===== src/hw/rtl/stack_bytecode_execute_unit_macros.svh =====
// ----------------------------------------------------------------------------
// stack bytecode execute unit assertion macros
// clocked property checks, switched off as a group with ASSERT_OFF
// ----------------------------------------------------------------------------
`ifndef STACK_BYTECODE_EXECUTE_UNIT_MACROS_SVH
`define STACK_BYTECODE_EXECUTE_UNIT_MACROS_SVH

`ifndef ASSERT_OFF
// check outside reset
`define SBEU_ASSERT(lbl, prop, msg) \
    lbl: assert property (@(posedge aclk) disable iff (!aresetn) prop) else $error(msg);
// check on every edge, reset included
`define SBEU_ASSERT_ANY(lbl, prop, msg) \
    lbl: assert property (@(posedge aclk) prop) else $error(msg);
`else
`define SBEU_ASSERT(lbl, prop, msg)
`define SBEU_ASSERT_ANY(lbl, prop, msg)
`endif

`endif


===== src/hw/rtl/sbeu_pkg.sv =====
// ----------------------------------------------------------------------------
// sbeu_pkg
// sizes, opcodes, tags and controller/datapath interface types
// ----------------------------------------------------------------------------
`timescale 1ns / 1ps

package sbeu_pkg;

    // storage sizes
    localparam int STACK_DEPTH  = 32;
    localparam int GLOBAL_SLOTS = 64;
    localparam int ARRAY_SLOTS  = 16;
    localparam int ARRAY_LENGTH = 256;

    // derived widths
    localparam int STK_AW    = $clog2(STACK_DEPTH);
    localparam int LVL_W     = $clog2(STACK_DEPTH + 1);
    localparam int GLB_AW    = $clog2(GLOBAL_SLOTS);
    localparam int ARR_SW    = (ARRAY_SLOTS > 1) ? $clog2(ARRAY_SLOTS) : 1;
    localparam int ARR_IW    = $clog2(ARRAY_LENGTH);
    localparam int ARR_AW    = ARR_SW + ARR_IW;
    localparam int ARR_DEPTH = ARRAY_SLOTS * ARRAY_LENGTH;
    localparam int SIZE_W    = $clog2(ARRAY_LENGTH + 1);

    // constants
    localparam logic [31:0] RNG_MUL      = 32'd1664525;
    localparam logic [31:0] RNG_ADD      = 32'd1013904223;
    localparam logic [31:0] RNG_INIT     = 32'd12345;
    localparam logic [31:0] EMPTY_RESULT = 32'd128;
    localparam logic [15:0] NO_ENTRY     = 16'hFFFF;
    localparam logic [31:0] SHIFT_MASK   = 32'd31;
    localparam logic [3:0]  MAX_ARGS     = 4'd8;

    typedef enum logic [1:0] {
        TAG_INT  = 2'd0,
        TAG_LIT  = 2'd1,
        TAG_ARR  = 2'd2,
        TAG_NONE = 2'd3
    } tag_t;

    typedef enum logic [5:0] {
        K_BEGIN = 6'd0,  K_SETG  = 6'd1,  K_DEFA  = 6'd2,  K_PUSHI = 6'd3,
        K_PUSHL = 6'd4,  K_PUSHA = 6'd5,  K_LOAD  = 6'd6,  K_STORE = 6'd7,
        K_ADD   = 6'd8,  K_SUB   = 6'd9,  K_MUL   = 6'd10, K_DIV   = 6'd11,
        K_MOD   = 6'd12, K_NEG   = 6'd13, K_AND   = 6'd14, K_OR    = 6'd15,
        K_XOR   = 6'd16, K_SHL   = 6'd17, K_SHR   = 6'd18, K_EQ    = 6'd19,
        K_NE    = 6'd20, K_LT    = 6'd21, K_LE    = 6'd22, K_GT    = 6'd23,
        K_GE    = 6'd24, K_NOT   = 6'd25, K_POP   = 6'd26, K_DUP   = 6'd27,
        K_JMP   = 6'd28, K_JT    = 6'd29, K_JF    = 6'd30, K_PJT   = 6'd31,
        K_PJF   = 6'd32, K_RET   = 6'd33, K_AGET  = 6'd34, K_ASET  = 6'd35,
        K_ALEN  = 6'd36, K_CALL  = 6'd37
    } kind_t;

    typedef enum logic [2:0] {
        B_ABS    = 3'd0,
        B_MIN    = 3'd1,
        B_MAX    = 3'd2,
        B_CLAMP  = 3'd3,
        B_SEED   = 3'd4,
        B_RANDOM = 3'd5,
        B_VOID   = 3'd6
    } builtin_t;

    typedef enum logic {
        CFG_CODE_LENGTH = 1'b0,
        CFG_ARRAY_COUNT = 1'b1
    } cfg_idx_t;

    // controller to datapath
    typedef struct packed {
        logic accept;
        logic clr_en;
        logic stk_rd;
        logic stk_pop;
        logic pop_cap;
        logic mem_rd;
        logic mul_en;
        logic rng_upd;
        logic div_start;
        logic exec;
        logic out_load;
    } sbeu_cmd_t;

    // datapath to controller
    typedef struct packed {
        logic clr_done;
        logic pop_pending;
        logic is_mem;
        logic use_mul;
        logic rng_go;
        logic is_div;
        logic div_done;
        logic out_free;
    } sbeu_status_t;

endpackage


===== src/hw/rtl/sbeu_ctrl.sv =====
// ----------------------------------------------------------------------------
// sbeu_ctrl
// sequencer: clear pass, operand pops, memory/multiply/divide steps, result
// ----------------------------------------------------------------------------
`timescale 1ns / 1ps
`include "stack_bytecode_execute_unit_macros.svh"

module sbeu_ctrl import sbeu_pkg::*; (
    input  logic         aclk,
    input  logic         aresetn,
    input  logic         s_valid,
    output logic         s_ready,
    input  sbeu_status_t st,
    output sbeu_cmd_t    cmd
);

    typedef enum logic [13:0] {
        S_CLEAR   = 14'b00000000000001,
        S_IDLE    = 14'b00000000000010,
        S_FETCH   = 14'b00000000000100,
        S_POPRD   = 14'b00000000001000,
        S_POPCAP  = 14'b00000000010000,
        S_ROUTE   = 14'b00000000100000,
        S_MEMRD   = 14'b00000001000000,
        S_MULT    = 14'b00000010000000,
        S_RNGADD  = 14'b00000100000000,
        S_DIVGO   = 14'b00001000000000,
        S_DIVWAIT = 14'b00010000000000,
        S_EXEC    = 14'b00100000000000,
        S_TOPRD   = 14'b01000000000000,
        S_OUT     = 14'b10000000000000
    } state_t;

    state_t state_reg;
    state_t state_next;

    // state register
    always_ff @(posedge aclk) begin
        if (!aresetn) begin
            state_reg <= S_CLEAR;
        end else begin
            state_reg <= state_next;
        end
    end

    assign s_ready = (state_reg == S_IDLE);

    // next state and commands
    always_comb begin
        state_next = state_reg;
        cmd        = '0;
        case (state_reg)
            S_CLEAR: begin
                cmd.clr_en = 1'b1;
                if (st.clr_done) state_next = S_IDLE;
            end
            S_IDLE: begin
                if (s_valid) begin
                    cmd.accept = 1'b1;
                    state_next = S_FETCH;
                end
            end
            S_FETCH: begin
                state_next = st.pop_pending ? S_POPRD : S_ROUTE;
            end
            S_POPRD: begin
                cmd.stk_rd  = 1'b1;
                cmd.stk_pop = 1'b1;
                state_next  = S_POPCAP;
            end
            S_POPCAP: begin
                cmd.pop_cap = 1'b1;
                state_next  = S_FETCH;
            end
            S_ROUTE: begin
                if (st.is_mem)       state_next = S_MEMRD;
                else if (st.use_mul) state_next = S_MULT;
                else if (st.is_div)  state_next = S_DIVGO;
                else                 state_next = S_EXEC;
            end
            S_MEMRD: begin
                cmd.mem_rd = 1'b1;
                state_next = S_EXEC;
            end
            S_MULT: begin
                cmd.mul_en = 1'b1;
                state_next = st.rng_go ? S_RNGADD : S_EXEC;
            end
            S_RNGADD: begin
                cmd.rng_upd = 1'b1;
                state_next  = S_DIVWAIT;
            end
            S_DIVGO: begin
                cmd.div_start = 1'b1;
                state_next    = S_DIVWAIT;
            end
            S_DIVWAIT: begin
                if (st.div_done) state_next = S_EXEC;
            end
            S_EXEC: begin
                cmd.exec   = 1'b1;
                state_next = S_TOPRD;
            end
            S_TOPRD: begin
                cmd.stk_rd = 1'b1;
                state_next = S_OUT;
            end
            S_OUT: begin
                if (st.out_free) begin
                    cmd.out_load = 1'b1;
                    state_next   = S_IDLE;
                end
            end
            default: begin
                state_next = S_CLEAR;
            end
        endcase
    end

    `SBEU_ASSERT(a_out_free, cmd.out_load |-> st.out_free, "result loaded over a waiting beat")
    `SBEU_ASSERT(a_one_item, (s_valid && s_ready) |=> !s_ready, "beat accepted while busy")
    `SBEU_ASSERT(a_div_hold, (state_reg == S_DIVWAIT && !st.div_done) |=> state_reg == S_DIVWAIT, "left divide wait early")
    `SBEU_ASSERT_ANY(a_rst_block, !aresetn |=> !s_ready, "input open right after reset")

endmodule


===== config.mk =====
export PLATFORM = sky130hd
export DESIGN_NAME = sbeu_ctrl
export DESIGN_NICKNAME = d
export VERILOG_FILES = /design/src/hw/rtl/sbeu_pkg.sv /design/src/hw/rtl/sbeu_ctrl.sv
export VERILOG_INCLUDE_DIRS = /design/src /design/src/hw/rtl
export SDC_FILE = /design/constraint.sdc
export NUM_CORES = 1
export LEC_CHECK = 0
export ABC_CLOCK_PERIOD_IN_PS = 5590
export BUFFER_PORTS_ARGS = -buffer_cell sky130_fd_sc_hd__buf_2
export CORE_MARGIN = 1.5
export CORE_UTILIZATION = 50
export CTS_CLUSTER_DIAMETER = 120
export CTS_CLUSTER_SIZE = 20
export DETAILED_ROUTE_END_ITERATION = 10
export PLACE_DENSITY = 0.75
export SLEW_MARGIN = 20
export SYNTH_ARGS = -nofsm -noshare
export SYNTH_HDL_FRONTEND = slang
export SYNTH_SLANG_ARGS = --single-unit

===== constraint.sdc =====
create_clock -name aclk -period 5.59 [get_ports aclk]
set_input_delay 1.118 -clock aclk [delete_from_list [all_inputs] [get_ports aclk]]
set_output_delay 1.118 -clock aclk [all_outputs]
set_load 0.05 [all_outputs]

==> results by stage, run 1 <==
Run status:
- The run finished with clean final reports.

Worst setup path:
- In this run the critical register-to-register path is launched from state_reg[12].
- The endpoint identified for the worst register-to-register timing path is state_reg[5].
- The worst register-to-register path has a depth of 4.
- The setup slack of the worst register-to-register path is about 3.5 ns.
- Along the worst path, the maximum fanout reaches 9.
- STA classifies the critical path endpoint as an output pin.
- For the worst setup path, the data required time is about 4.5 ns.
- STA puts the critical path data arrival time at ~2.1 ns.
- Walking the worst path, the cells encountered are nor4_4 -> nand3_1 -> nor2_1 -> and2_1 -> buf_2.
- The worst setup path is launched from a flop.
- The critical path is of the reg2out type.
- For this design, the slowest cell found on the critical path is nor4_4.
- The worst stage delay on the critical path is between 0.5 and 0.6 ns.

CTS:
- The cell at the root of the clock tree is clkbuf_4.
- At the later pin of the worst-skew pair, clock insertion delay measures approximately 0.29 ns.
- Clock tree synthesis found a total of 14 sinks.
- Clock tree synthesis inserted a total of 3 buffers.
- The post-cts repair resize count is 0.
- The number of buffers inserted by hold repair at cts is 0.
- The number of levels the H-tree was split into is 1.
- After clock tree synthesis, the setup repair step added 0 buffers.
- TritonCTS built the clock tree.
- The clock-pin transition on the worst setup and hold timing paths is around 0.090 ns.
- The maximum number of buffers from clock root to sink is 2.

Synth:
- Averaged over all synthesized cells, the footprint is slightly above 8 sq um.
- Yosys mapped a number of flops with a built-in enable equal to 0.
- For this run, asynchronously set or reset flops after synthesis account for 0.
- The post-synthesis sequential area ratio is 0.2967.
- After synthesis the cells add up to approximately 940 sq um.
- For this run, the leading register cell type out of synthesis is dfxtp_1.
- Synthesis instantiated 38 different standard cells from the library.
- The post-synth net total is about 130.
- The warning count from the yosys run is 0.
- Counting flops and latches in the post-synthesis netlist gives 14.
- The cell count after synthesis is roughly 120.

Route:
- The total detailed-routing wirelength is around 2100 um.
- The number of DRC violations after detailed-routing iteration 0 is 26.
- Across all layers, the routed design uses 927 vias.
- In this run the remaining antenna-violating nets after routing total 0.
- The average wire length per cell after detail routing is about 13 um.
- After detailed routing, the number of remaining DRC violations is 0.
- Using the TritonRoute via totals, the vias-per-cell ratio works out to around 5.8.
- The pre-antenna-repair detailed-routing pass consisted of 4 iterations.

Placement:
- Port buffering added 22 buffers.
- Detailed placement ended at an HPWL of about 1600 um.
- The worst slack at placement is around 2.7 ns.
- Routability-driven placement finished with a final weighted congestion of roughly 0.86.

STA:
- Setup slack closes at between 2 and 2.5 ns.
- The total negative slack is 0 ns.
- The final clock period utilization by the worst path is 0.5802.
- After layout, the minimum clock period comes to about 3.2 ns.
- At the pin with the least slew margin, the transition time is ~0.54 ns.
- Setup repair after global routing left no endpoint under its margin.
- The worst slew slack as a fraction of its limit is 0.6370.
- Based on the critical path, the design can be clocked at up to 0.3083 GHz.
- The count of endpoints failing setup in the final report is 0.
- The clock arrives with around 0.014 ns of skew.
- The max-slew violation total from the final report was 0.
- The final hold violation count is 0.

Finish:
- Of the cells placed in the final design, the portion with a size suffix greater than 1 is 0.2687.
- The number of nets in the finished design is 146.
- The filler cell count is about 170.
- The register with the most flip-flops in the layout has 14 of them.
- Relative to the synthesized area, the layout overhead comes to 15.10%.
- The antenna cell count is 0.
- The final standard cell utilization of the core is 0.6229.

Global routing:
- The initial antenna violation count was 0.
- The maximum number of pins on one net before global-route repair is 11.
- The remaining global-route overflow is 0.
- The via count of the first global-routing pass is 814.
- For this run, the total global-route usage over all layers was measured as 0.2175.
- The first global-routing pass estimated 3360 um of wire.

Power:
- The internal portion of total power is 201.2 uW.
- The leakage power figure is roughly 0.45 nW.
- The power density of the placed cells is just over 300 mW/mm^2.
- The switching power is about 140 uW.
- Of the total power, the share spent switching nets is 0.4044.
- The share of total power dissipated in combinational logic is 0.415.
- The clock share of power is 0.218.
- The share of total power dissipated in sequential elements is 0.367.
- The peak supply drop is between 200 and 250 uV.

Floorplanning:
- In this run the core area contains 15 standard-cell rows.
- The region available for standard cell placement spans approximately 0.0017 sq mm.
- Pin placement for this block handled 23 I/O pins.
- The initial utilization of the core area, before any placement, comes to 0.5412.
- The height of the die is approximately 46 um.
- Measured along the x axis, the die boundary spans 46.47 um.
- The die covers approximately 0.0022 sq mm.

Min path:
- For hold timing, the worst endpoint is state_reg[3].
- The worst hold path passes through 2 cells.
- The classification of the worst-slack hold path is reg2reg.
- In this run the most critical hold path is launched from state_reg[2].

Run:
- Max-cap violations in this run came to 0.
==> metrics by stage <==
stage	cell area [sq um]	cells	power, mW	hold WS [ns]
final	1087	159	0.3378	0.5802
after global routing	1087	159	0.3602	0.6187
after CTS	1087	159	0.3369	0.5856
after detailed placement	1051	155	0.2631	0.5845
after global placement	1051	155	0.2618	0.5716
after floorplan	944.7	115	0.2352	0.5297
==> worst max-delay path, delay by kind of cell, from the launching register on <==
| family | cells | cell delay, ns |
|---|---|---|
| buffers and inverters | 1 | 0.25 |
| AND/OR/NAND/NOR | 4 | 1.21 |
| flip-flops | 1 | 0.37 |
==> cell usage in the layout (no fill, tap or decap), types with 2 or more instances in the layout <==
cell type / n
nand3_1: 7
and2_1: 2
nor3_1: 9
clkbuf_4: 3
dfxtp_1: 14
nor2_1: 14
nand4_1: 5
a21oi_1: 4
and3_1: 3
o21ai_0: 3
nor4b_1: 6
nor4_4: 3
nor4_1: 2
nand3b_1: 2
xor2_1: 4
buf_2: 22
inv_1: 2
nand2_1: 5
nor3b_1: 5
==> cells by family after synthesis <==
logic type | synth area share
AO/OA/AOI/OAI | 0.1047
XOR/XNOR | 0.03708
buffers and inverters | 0.04503
flip-flops | 0.2967
multiplexers | 0.01060
AND/OR/NAND/NOR | 0.5060
==> cell usage after synthesis (2+ instances only) <==
library cell | n | area share
nand3b_1 | 2 | 0.016
and3_1 | 3 | 0.020
xor2_1 | 4 | 0.037
dfxtp_1 | 14 | 0.30
nor4_4 | 3 | 0.068
nand4_1 | 5 | 0.033
clkbuf_1 | 5 | 0.020
a21oi_1 | 4 | 0.021
nand3_1 | 7 | 0.037
nor3b_1 | 5 | 0.040
nor4b_1 | 6 | 0.056
and2_1 | 2 | 0.013
nor3_1 | 9 | 0.048
nor4_1 | 2 | 0.013
nand2_1 | 5 | 0.020
inv_1 | 2 | 0.0079
nor2_1 | 14 | 0.056
o21ai_0 | 3 | 0.016
==> worst max-delay path by stage <==
stage,startpoint,end,slack [ns]
floorplan,state_reg[4],cmd[10],2.10
global placement,state_reg[12],cmd[10],2.72
detailed placement,state_reg[12],cmd[10],2.69
CTS,state_reg[12],cmd[10],2.36
global route,state_reg[12],cmd[10],2.19
finish,state_reg[12],cmd[10],2.35
==> per-layer routing <==
| metal | track usage | part of all wire |
|---|---|---|
| met5 | 0 | 0 |
| met4 | 0.04000 | 0.0052 |
| met3 | 0.05882 | 0.039 |
| met2 | 0.3722 | 0.49 |
| met1 | 0.2732 | 0.46 |
==> power by group through the flow <==
| stage | clock (mW) | combinational (mW) | sequential [mW] |
|---|---|---|---|
| 2_1_floorplan | 0 | 0.121 | 0.115 |
| 5_1_grt | 0.0821 | 0.153 | 0.125 |
| 6_report | 0.0737 | 0.140 | 0.124 |
| 4_1_cts | 0.0750 | 0.139 | 0.123 |
| 3_5_place_dp | 0 | 0.138 | 0.125 |
| 3_3_place_gp | 0 | 0.137 | 0.125 |
==> layout make-up <==
| class | instances | area (sq um) | share of cell area |
|---|---|---|---|
| clock buffer | 4 | 36.28 | 0.03337 |
| inverter | 2 | 7.507 | 0.006905 |
| multi-input combinational | 92 | 621.8 | 0.5719 |
| sequential | 14 | 280.3 | 0.2578 |
| tap | 25 | 31.28 | 0.02877 |
| timing repair buffer | 22 | 110.1 | 0.1013 |
Power figures use the tool's default switching activity.
==> inputs of run 2 (changes only) <==
--- a/config.mk
+++ b/config.mk
@@ -6,14 +6,15 @@
 export SDC_FILE = /design/constraint.sdc
 export NUM_CORES = 1
 export LEC_CHECK = 0
-export ABC_CLOCK_PERIOD_IN_PS = 5590
+export ABC_AREA = 1
+export ABC_CLOCK_PERIOD_IN_PS = 2800
 export BUFFER_PORTS_ARGS = -buffer_cell sky130_fd_sc_hd__buf_2
 export CORE_MARGIN = 1.5
-export CORE_UTILIZATION = 50
+export CORE_UTILIZATION = 47
 export CTS_CLUSTER_DIAMETER = 120
 export CTS_CLUSTER_SIZE = 20
 export DETAILED_ROUTE_END_ITERATION = 10
-export PLACE_DENSITY = 0.75
+export PLACE_DENSITY = 0.74
 export SLEW_MARGIN = 20
 export SYNTH_ARGS = -nofsm -noshare
 export SYNTH_HDL_FRONTEND = slang
==> constraint.sdc (replaced) <==
create_clock -name aclk -period 2.8 [get_ports aclk]
set_input_delay 0.56 -clock aclk [delete_from_list [all_inputs] [get_ports aclk]]
set_output_delay 0.56 -clock aclk [all_outputs]
set_load 0.05 [all_outputs]
==> run 2 against run 1 <==
Against the previous run: die area is 6.9% higher; wire length is 5.6% lower; combinational power grew to 2.8 times the previous value; count of clock-buffer cells in the layout stayed put; final area is 4.3% higher; flip-flop and latch count stayed put; first-iteration DRC count is 12% lower; sequential power is 91% higher; global-route usage is 2.0 points lower; sequential share of layout area is 1.1 points lower; largest cell class unchanged.
==> results by stage, run 2 <==
Synth:
- The async set-reset flop share out of synthesis is 0 (unchanged).
- In the synthesized netlist, the cells that appear most often are nand2_1 (36), nor2_1 (35), inv_1 (28).
- nand2_1 is the most common cell in the netlist.
- The number of enable flip-flop cells after synthesis is 0 (unchanged).
- The simple logic cell fraction of the synthesized area is 0.5630 (+0.05703).
- The post-synthesis compound-gate area fraction is 0.02493 (-0.07970).
- The area fraction of the dominant cell type after synthesis was 0.2940 (-0.002725).
- The count of distinct cell types in the synthesized netlist is 20 (-47%).
- The multiplexer share of the synthesized area is 0 (-0.01060).
- By area the synthesized netlist is led by dfxtp_1 (29%), nand2_1 (14%), nor2_1 (14%).
- The most area-hungry cell type in the Yosys netlist is dfxtp_1.
- The adder-cell share of the synthesized area is 0 (unchanged).
- The cell count after synthesis is 155 (+35%).
- The synthesized area divided by synthesized cell count is 6.151 sq um (-25%).
- The fraction of synthesized cell area in xor and xnor cells came to 0 (-0.03709).
- The post-synth net total is 166 (+32%).
- The combinational family with the most area after synthesis is simple AND/OR/NAND/NOR gates.
- The post-synthesis sequential area ratio came to 0.2940 (-0.002725).
- The cell area after synthesis came to 953.4 sq um (+0.93%).
- The post-synthesis register bit count is 14 (unchanged).
- Among all flip-flop cells after synthesis, the most frequent one is dfxtp_1.
- The warning count from the yosys run was 0 (unchanged).

Finish:
- The antenna cell count came to 0 (unchanged).
- Leaving out fill and tap cells, the most frequent cells in the layout are nand2_1 (36), nor2_1 (35), inv_1 (28).
- The fraction of layout cells with a size suffix above 1 is 0.2762 (+0.007586).
- Compared with the post-synthesis result, the final layout area differs by 18.90%.
- The combined flip-flop and latch cell area is 280.3 sq um (unchanged).
- The final standard cell utilization of the core is 0.5838 (-0.03918).
- The number of flip-flops in the largest register was 14 (unchanged).
- The number of nets in the finished design is 193 (+32%).
- The filler cell count is 210 (+23%).
- The area of combinational cells with multiple inputs is 560.5 sq um (-9.9%).
- The final non-filler cell area is 0.001134 sq mm (+4.3%).
- The library cell used most frequently in the layout, excluding fill and tap cells, is nand2_1.
- The post-route non-filler standard cell count is 208 (+31%).

Placement:
- The worst slack at placement is 0.9805 ns (-1.705 ns).
- The number of buffer cells added on primary ports is 22 (unchanged).
- The routability-driven placement congestion ratio came to 0.8289 (-3.9%).
- The number of placed instances, taps included was 204 (+32%).
- The cell area after placement is 0.001097 sq mm (+4.4%).
- The HPWL after detailed placement came to 1678 um (+2.9%).

STA:
- The final worst clock skew is 0.006421 ns (-0.007455 ns).
- Static timing analysis puts the maximum clock frequency at between 0.4 and 0.5 GHz.
- The final hold violation count is 0 (unchanged).
- The post-route worst hold slack is 0.5192 ns (-0.06103 ns).
- The total negative slack is 0 ns (unchanged).
- The count of endpoints failing setup in the final report is 0 (unchanged).
- The worst slew slack as a fraction of its limit is 0.8157 (+0.1787).
- The final critical path time including I/O delays and setup is ~2.1 ns.
- Dividing the final minimum period by the clock period gives 0.7640.
- The slew at the pin closest to its max-slew limit is 0.2763 ns (-0.2605 ns).
- The setup slack after layout is 0.6609 ns (-1.686 ns).
- The max-slew violation total from the final report is 0 (unchanged).
- Setup repair after global routing left no endpoint under its margin.

Power:
- The switching power share of the total is 0.4721 (+0.06767).
- The relative contribution of combinational cells to total power is 0.499 (+0.084).
- The peak supply drop is 360.0 uV (+74%).
- The switching power came to 364.1 uW (+170%).
- The internal portion of total power was 407.1 uW (+100%).
- The leakage power figure is 0.6943 nW (+54%).
- The power density of the placed cells is 680.3 mW/mm^2 (+120%).
- The total design power is 771.1 uW (+130%).
- The part of the total power dissipated in sequential elements is 0.308 (-0.059).
- The clock share of power is 0.193 (-0.025).

CTS:
- The maximum number of buffers from clock root to sink is 2 (unchanged).
- The clock-pin transition on the worst setup and hold timing paths was 0.09 ns (about the same).
- The number of levels the H-tree was split into is 1 (unchanged).
- The number of buffers inserted during clock tree synthesis is 3 (unchanged).
- The cell at the root of the clock tree is clkbuf_4.
- The number of buffers inserted to repair setup after CTS came to 0 (unchanged).
- The number of buffers inserted by hold repair at cts is 0 (unchanged).
- The post-cts repair resize count is 0 (unchanged).
- The clock latency of the later-clocked register in the worst-skew pair is 0.29 ns (about the same).
- TritonCTS built the clock tree.
- The clock sink total is 14 (unchanged).

Worst setup path:
- The kind of critical path is reg2out.
- The worst stage delay on the critical path came to 0.34 ns (-0.18 ns).
- The worst setup path is captured at an output pin.
- The largest individual stage delay along the critical path comes from the cell dfxtp_1.
- The maximum net fanout on the critical path came to 8 (-1).
- The worst path arrival time came to 1.58 ns (-0.55 ns).
- The critical path required time came to 2.24 ns (-2.23 ns).
- The worst path buffer plus inverter count came to 2 (+1).
- The critical path goes through nor2_2 -> nand2_2 -> nor2_8 -> nand2_1 -> inv_1 -> buf_2.
- The type of origin of the critical path is a flop.
- The cell type group with the largest total delay on the critical path is simple AND/OR/NAND/NOR gates.

Floorplanning:
- The starting utilization of the core area is 0.4910 (-0.05024).
- The count of standard-cell rows was 16 (+1).
- The area of the die is 0.002308 sq mm (+6.9%).
- The top-level port count is 23 (unchanged).
- The placeable core region is 0.001942 sq mm (+11%).
- The height of the die is 48.04 um (+3.4%).
- The floorplan die width is 48.04 um (+3.4%).

Route:
- The detailed-routing iteration count for the pre-antenna-repair pass is 4 (unchanged).
- The post-detailed-route via-to-cell ratio is 4.649 (-20%).
- The average wire length per cell after detail routing is 9.673 um (-28%).
- The routed wire length on met2 is 999 um (-5.0%).
- The overall via count from detail_route is 967 (+4.3%).
- The routed metal-1 wire length is 934 um (-5.1%).
- The count of unresolved DRC violations after routing is 0 (unchanged).
- The number of DRC violations after detailed-routing iteration 0 was 23 (-12%).
- Signal routing reaches up to met4.
- The total detailed-routing wirelength is 2012 um (-5.6%).
- The total met3 wirelength after detailed routing came to 46 um (-45%).
- The number of routed nets with antenna violations is 0 (unchanged).

Min path:
- The classification of the worst-slack hold path is in2reg.

Global routing:
- The initial antenna violation count is 0 (unchanged).
- The wire length of the first global-routing pass was 3174 um (-5.5%).
- The global-route usage over all layers is 0.1976 (-0.01994).
- The maximum number of pins on one net before global-route repair is 11 (unchanged).
- The remaining global-route overflow is 0 (unchanged).
- The via count of the first global-routing pass came to 793 (-2.6%).

Run status:
- The flow ran to the end, and the final reports show no timing, DRC or antenna violations.

Run:
- The total of max-cap violations is 0 (unchanged).
==> run 2: worst paths after layout <==
path	cells after the start	endpoint	slack [ns]	start
min reg2reg	2	state_reg[10]	0.55	state_reg[10]
max	6	cmd[1]	0.66	state_reg[2]
min	3	state_reg[3]	0.52	st[6]
max reg2reg	9	state_reg[2]	1.28	state_reg[2]
==> run 2: area by class of cell <==
| cell class | instances | area share |
|---|---|---|
| Tap cell | 27 | 0.02980 |
| Sequential cell | 14 | 0.2472 |
| Timing Repair Buffer | 22 | 0.09713 |
| Multi-Input combinational cell | 111 | 0.4945 |
| Inverter | 30 | 0.09934 |
| Clock buffer | 4 | 0.03201 |
==> run 2: kinds of logic (layout without fill, tap and decap cells) <==
logic type	Yosys count	after routing
compound gates	4	4
buf+inv	30	56
flops	14	14
simple gates	107	107
==> run 2: worst min-delay path, stage by stage <==
cell,delay (ns)
buf_2,0.09
nand4_1,0.08
inv_1,0.05
==> run 2: routing by layer <==
layer  track usage  vias to the layer above
li1              -                      513
met1        0.2444                      432
met2        0.3360                       17
met3       0.03774                        5
met4       0.07568                        0
met5             0                        -
==> run 2: power groups by stage <==
stage          registers, mW  clock network (mW)  logic [mW]
2_1_floorplan          0.240                   0       0.308
3_3_place_gp           0.241                   0       0.377
3_5_place_dp           0.243                   0       0.385
4_1_cts                0.238               0.151       0.387
5_1_grt                0.240               0.158       0.431
6_report               0.237               0.149       0.385
==> inputs of run 3 (changes only) <==
--- a/config.mk
+++ b/config.mk
@@ -7,14 +7,14 @@
 export NUM_CORES = 1
 export LEC_CHECK = 0
 export ABC_AREA = 1
-export ABC_CLOCK_PERIOD_IN_PS = 2800
+export ABC_CLOCK_PERIOD_IN_PS = 2150
 export BUFFER_PORTS_ARGS = -buffer_cell sky130_fd_sc_hd__buf_2
 export CORE_MARGIN = 1.5
-export CORE_UTILIZATION = 47
+export CORE_UTILIZATION = 50
 export CTS_CLUSTER_DIAMETER = 120
 export CTS_CLUSTER_SIZE = 20
 export DETAILED_ROUTE_END_ITERATION = 10
-export PLACE_DENSITY = 0.74
+export PLACE_DENSITY = 0.75
 export SLEW_MARGIN = 20
 export SYNTH_ARGS = -nofsm -noshare
 export SYNTH_HDL_FRONTEND = slang
==> constraint.sdc (replaced) <==
create_clock -name aclk -period 2.15 [get_ports aclk]
set_input_delay 0.43 -clock aclk [delete_from_list [all_inputs] [get_ports aclk]]
set_output_delay 0.43 -clock aclk [all_outputs]
set_load 0.05 [all_outputs]
==> run 3 against run 2 <==
Against the previous run: core utilization up 5.0 points; setup slack got worse by 0.50 ns; combinational power increased by 29%; critical path type unchanged; critical endpoint is now cmd[10]; highest routed layer unchanged.
==> results by stage, run 3 (synthesis gave the netlist of run 2 again) <==
Run status:
- The run finished with clean final reports.

Power:
- The leakage power figure is 0.6871 nW (-1.0%).
- The clock share of power came to 0.155 (-0.038).
- The switching power was 465.8 uW (+28%).
- The internal portion of total power is 492.1 uW (+21%).
- The part of the total power dissipated in sequential elements came to 0.325 (+0.017).
- The switching power share of the total is 0.4863 (+0.01418).
- The power density of the placed cells is 857.3 mW/mm^2 (+26%).
- The relative contribution of combinational cells to total power was 0.520 (+0.021).
- The peak supply drop is 602.5 uV (+67%).

Run:
- The total of max-cap violations is 0 (unchanged).

Global routing:
- The maximum number of pins on one net before global-route repair is 11 (unchanged).
- The via count of the first global-routing pass is 889 (+12%).
- The remaining global-route overflow came to 0 (unchanged).
- The wire length of the first global-routing pass was 3443 um (+8.5%).
- The initial antenna violation count is 0 (unchanged).
- The global-route usage over all layers was 0.2234 (+0.02581).

Placement:
- The worst slack at placement is 0.4898 ns (-0.4907 ns).
- The routability-driven placement congestion ratio is 0.8329 (+0.48%).
- The number of buffer cells added on primary ports came to 22 (unchanged).
- The HPWL after detailed placement came to 1741 um (+3.7%).

Route:
- The post-detailed-route via-to-cell ratio is 4.795 (+3.1%).
- The detailed-routing iteration count for the pre-antenna-repair pass is 4 (unchanged).
- The routed wire length on met2 is 1119 um (+12%).
- The routed metal-1 wire length came to 917 um (-1.8%).
- The highest metal layer carrying signal wires in the routed design is met4.
- The average wire length per cell after detail routing is 10.44 um (+8.0%).
- The total detailed-routing wirelength is 2141 um (+6.4%).
- The count of unresolved DRC violations after routing is 0 (unchanged).
- The overall via count from detail_route was 983 (+1.7%).
- The number of DRC violations after detailed-routing iteration 0 is 21 (-8.7%).
- The number of routed nets with antenna violations is 0 (unchanged).
- The total met3 wirelength after detailed routing is 91 um (+98%).

Worst setup path:
- The cell with the largest stage delay on the worst path is dfxtp_1.
- The cell type group with the largest total delay on the critical path is simple AND/OR/NAND/NOR gates.
- The most used cell along the critical path is nor2_1.
- The type of origin of the critical path is a flop.
- The worst stage delay on the critical path is 0.33 ns (about the same).
- The critical path required time is 1.72 ns (-0.52 ns).
- The worst path arrival time is 1.56 ns (-0.02 ns).
- The maximum net fanout on the critical path is 5 (-3).
- The critical path goes through nor2_2 -> nand2_4 -> nor2_1 -> nand2_1 -> nor2_1 -> buf_2.
- The critical path in this run is classified as reg2out.
- The worst path buffer plus inverter count came to 1 (-1).
- STA classifies the critical path endpoint as an output pin.

CTS:
- The clock-pin transition on the worst setup and hold timing paths is 0.08 ns (about the same).
- The number of levels the H-tree was split into is 1 (unchanged).
- The number of buffers inserted by hold repair at cts is 0 (unchanged).
- The root buffer cell chosen for the clock tree is clkbuf_4.
- The number of buffers inserted to repair setup after CTS is 0 (unchanged).
- The maximum number of buffers from clock root to sink is 2 (unchanged).
- TritonCTS built the clock tree.
- The clock latency of the later-clocked register in the worst-skew pair is 0.28 ns (about the same).
- The number of buffers inserted during clock tree synthesis is 3 (unchanged).
- The clock sink total is 14 (unchanged).
- The post-cts repair resize count is 0 (unchanged).

Finish:
- The library cells used most frequently in the layout, excluding fill and tap cells, are nand2_1 (36), nor2_1 (35), inv_1 (28).
- The number of nets in the finished design is 193 (unchanged).
- The antenna cell count is 0 (unchanged).
- The final standard cell utilization of the core is 0.6333 (+0.04957).
- The area growth from synthesis to layout is 17.19%.
- The number of flip-flops in the largest register came to 14 (unchanged).
- The filler cell count is 194 (-7.6%).
- The library cell used most frequently in the layout, excluding fill and tap cells, is nand2_1.
- The fraction of layout cells with a size suffix above 1 is 0.2722 (-0.004021).

Floorplanning:
- The top-level port count is 23 (unchanged).
- The floorplan die width is 46.67 um (-2.9%).
- The placeable core region is 0.001764 sq mm (-9.1%).
- The starting utilization of the core area is 0.5404 (+0.04945).
- The height of the die came to 46.67 um (-2.9%).
- The count of standard-cell rows came to 15 (-1).
- The area of the die is 0.002178 sq mm (-5.6%).

STA:
- The final critical path time including I/O delays and setup is 1.989 ns.
- The total negative slack is 0 ns (unchanged).
- The worst slew slack as a fraction of its limit is 0.8343 (+0.01860).
- The final clock period utilization by the worst path is 0.9251.
- The post-route worst hold slack is 0.3836 ns (-0.1356 ns).
- The final worst clock skew is 0.0002159 ns (-0.006205 ns).
- Setup repair after global routing left no endpoint under its margin.
- Timing would allow up to about 0.50 GHz.
- The max-slew violation total from the final report is 0 (unchanged).
- The final hold violation count is 0 (unchanged).
- The setup slack after layout is 0.1611 ns (-0.4998 ns).
- The slew at the pin closest to its max-slew limit is 0.2502 ns (-0.02614 ns).
- The count of endpoints failing setup in the final report came to 0 (unchanged).

Min path:
- The classification of the worst-slack hold path is in2reg.
-- run 3: changes by cell type in the layout (fill, tap and decap cells not counted), sizes merged --
cell and delta:
clkbuf -1
-- run 3: worst paths after layout --
kind,end,cells after the start,slack [ns],start
max,cmd[10],6,0.16,state_reg[4]
min reg2reg,state_reg[10],2,0.56,state_reg[10]
max reg2reg,state_reg[11],9,0.67,state_reg[2]
min,state_reg[7],3,0.38,st[4]
-- run 3: cell type report --
type | instances | area, sq um | area share
flip-flops and latches | 14 | 280.3 | 0.2508
inverters | 30 | 112.6 | 0.1008
clock buffers | 3 | 22.52 | 0.02016
well taps | 25 | 31.28 | 0.02800
repair buffers | 22 | 110.1 | 0.09854
multi-input cells | 111 | 560.5 | 0.5017
-- run 3: routing by layer --
layer  global-route usage  vias to the layer above
li1                     -                      510
met1               0.2313                      455
met2               0.4250                       16
met3              0.06275                        2
met4              0.07222                        0
met5                    0                        -
-- run 3: power by group through the flow --
stage	sequential, mW	combinational (mW)	clock, mW
2_1_floorplan	0.313	0.401	0
3_3_place_gp	0.317	0.493	0
3_5_place_dp	0.318	0.497	0
4_1_cts	0.312	0.499	0.152
5_1_grt	0.315	0.553	0.162
6_report	0.312	0.498	0.148
-- run 3: through the flow --
step	power (mW)	cells	cell area [sq um]
final	0.9579	205	1117
after detailed placement	0.8154	202	1095
after CTS	0.9629	205	1117
after floorplan	0.7136	155	953.4
after global placement	0.8101	202	1095
after global routing	1.030	205	1117
-- run 3: worst register-to-register path, stage by stage, from the launching register on --
cell and delay [ns]:
dfxtp_1 0.38, nor2_2 0.08, nand2_2 0.16, nor2_1 0.07
nand2_1 0.12, nand2_1 0.08, nor2_1 0.13, nand2_2 0.07
o21ai_2 0.22, nor2_1 0.07
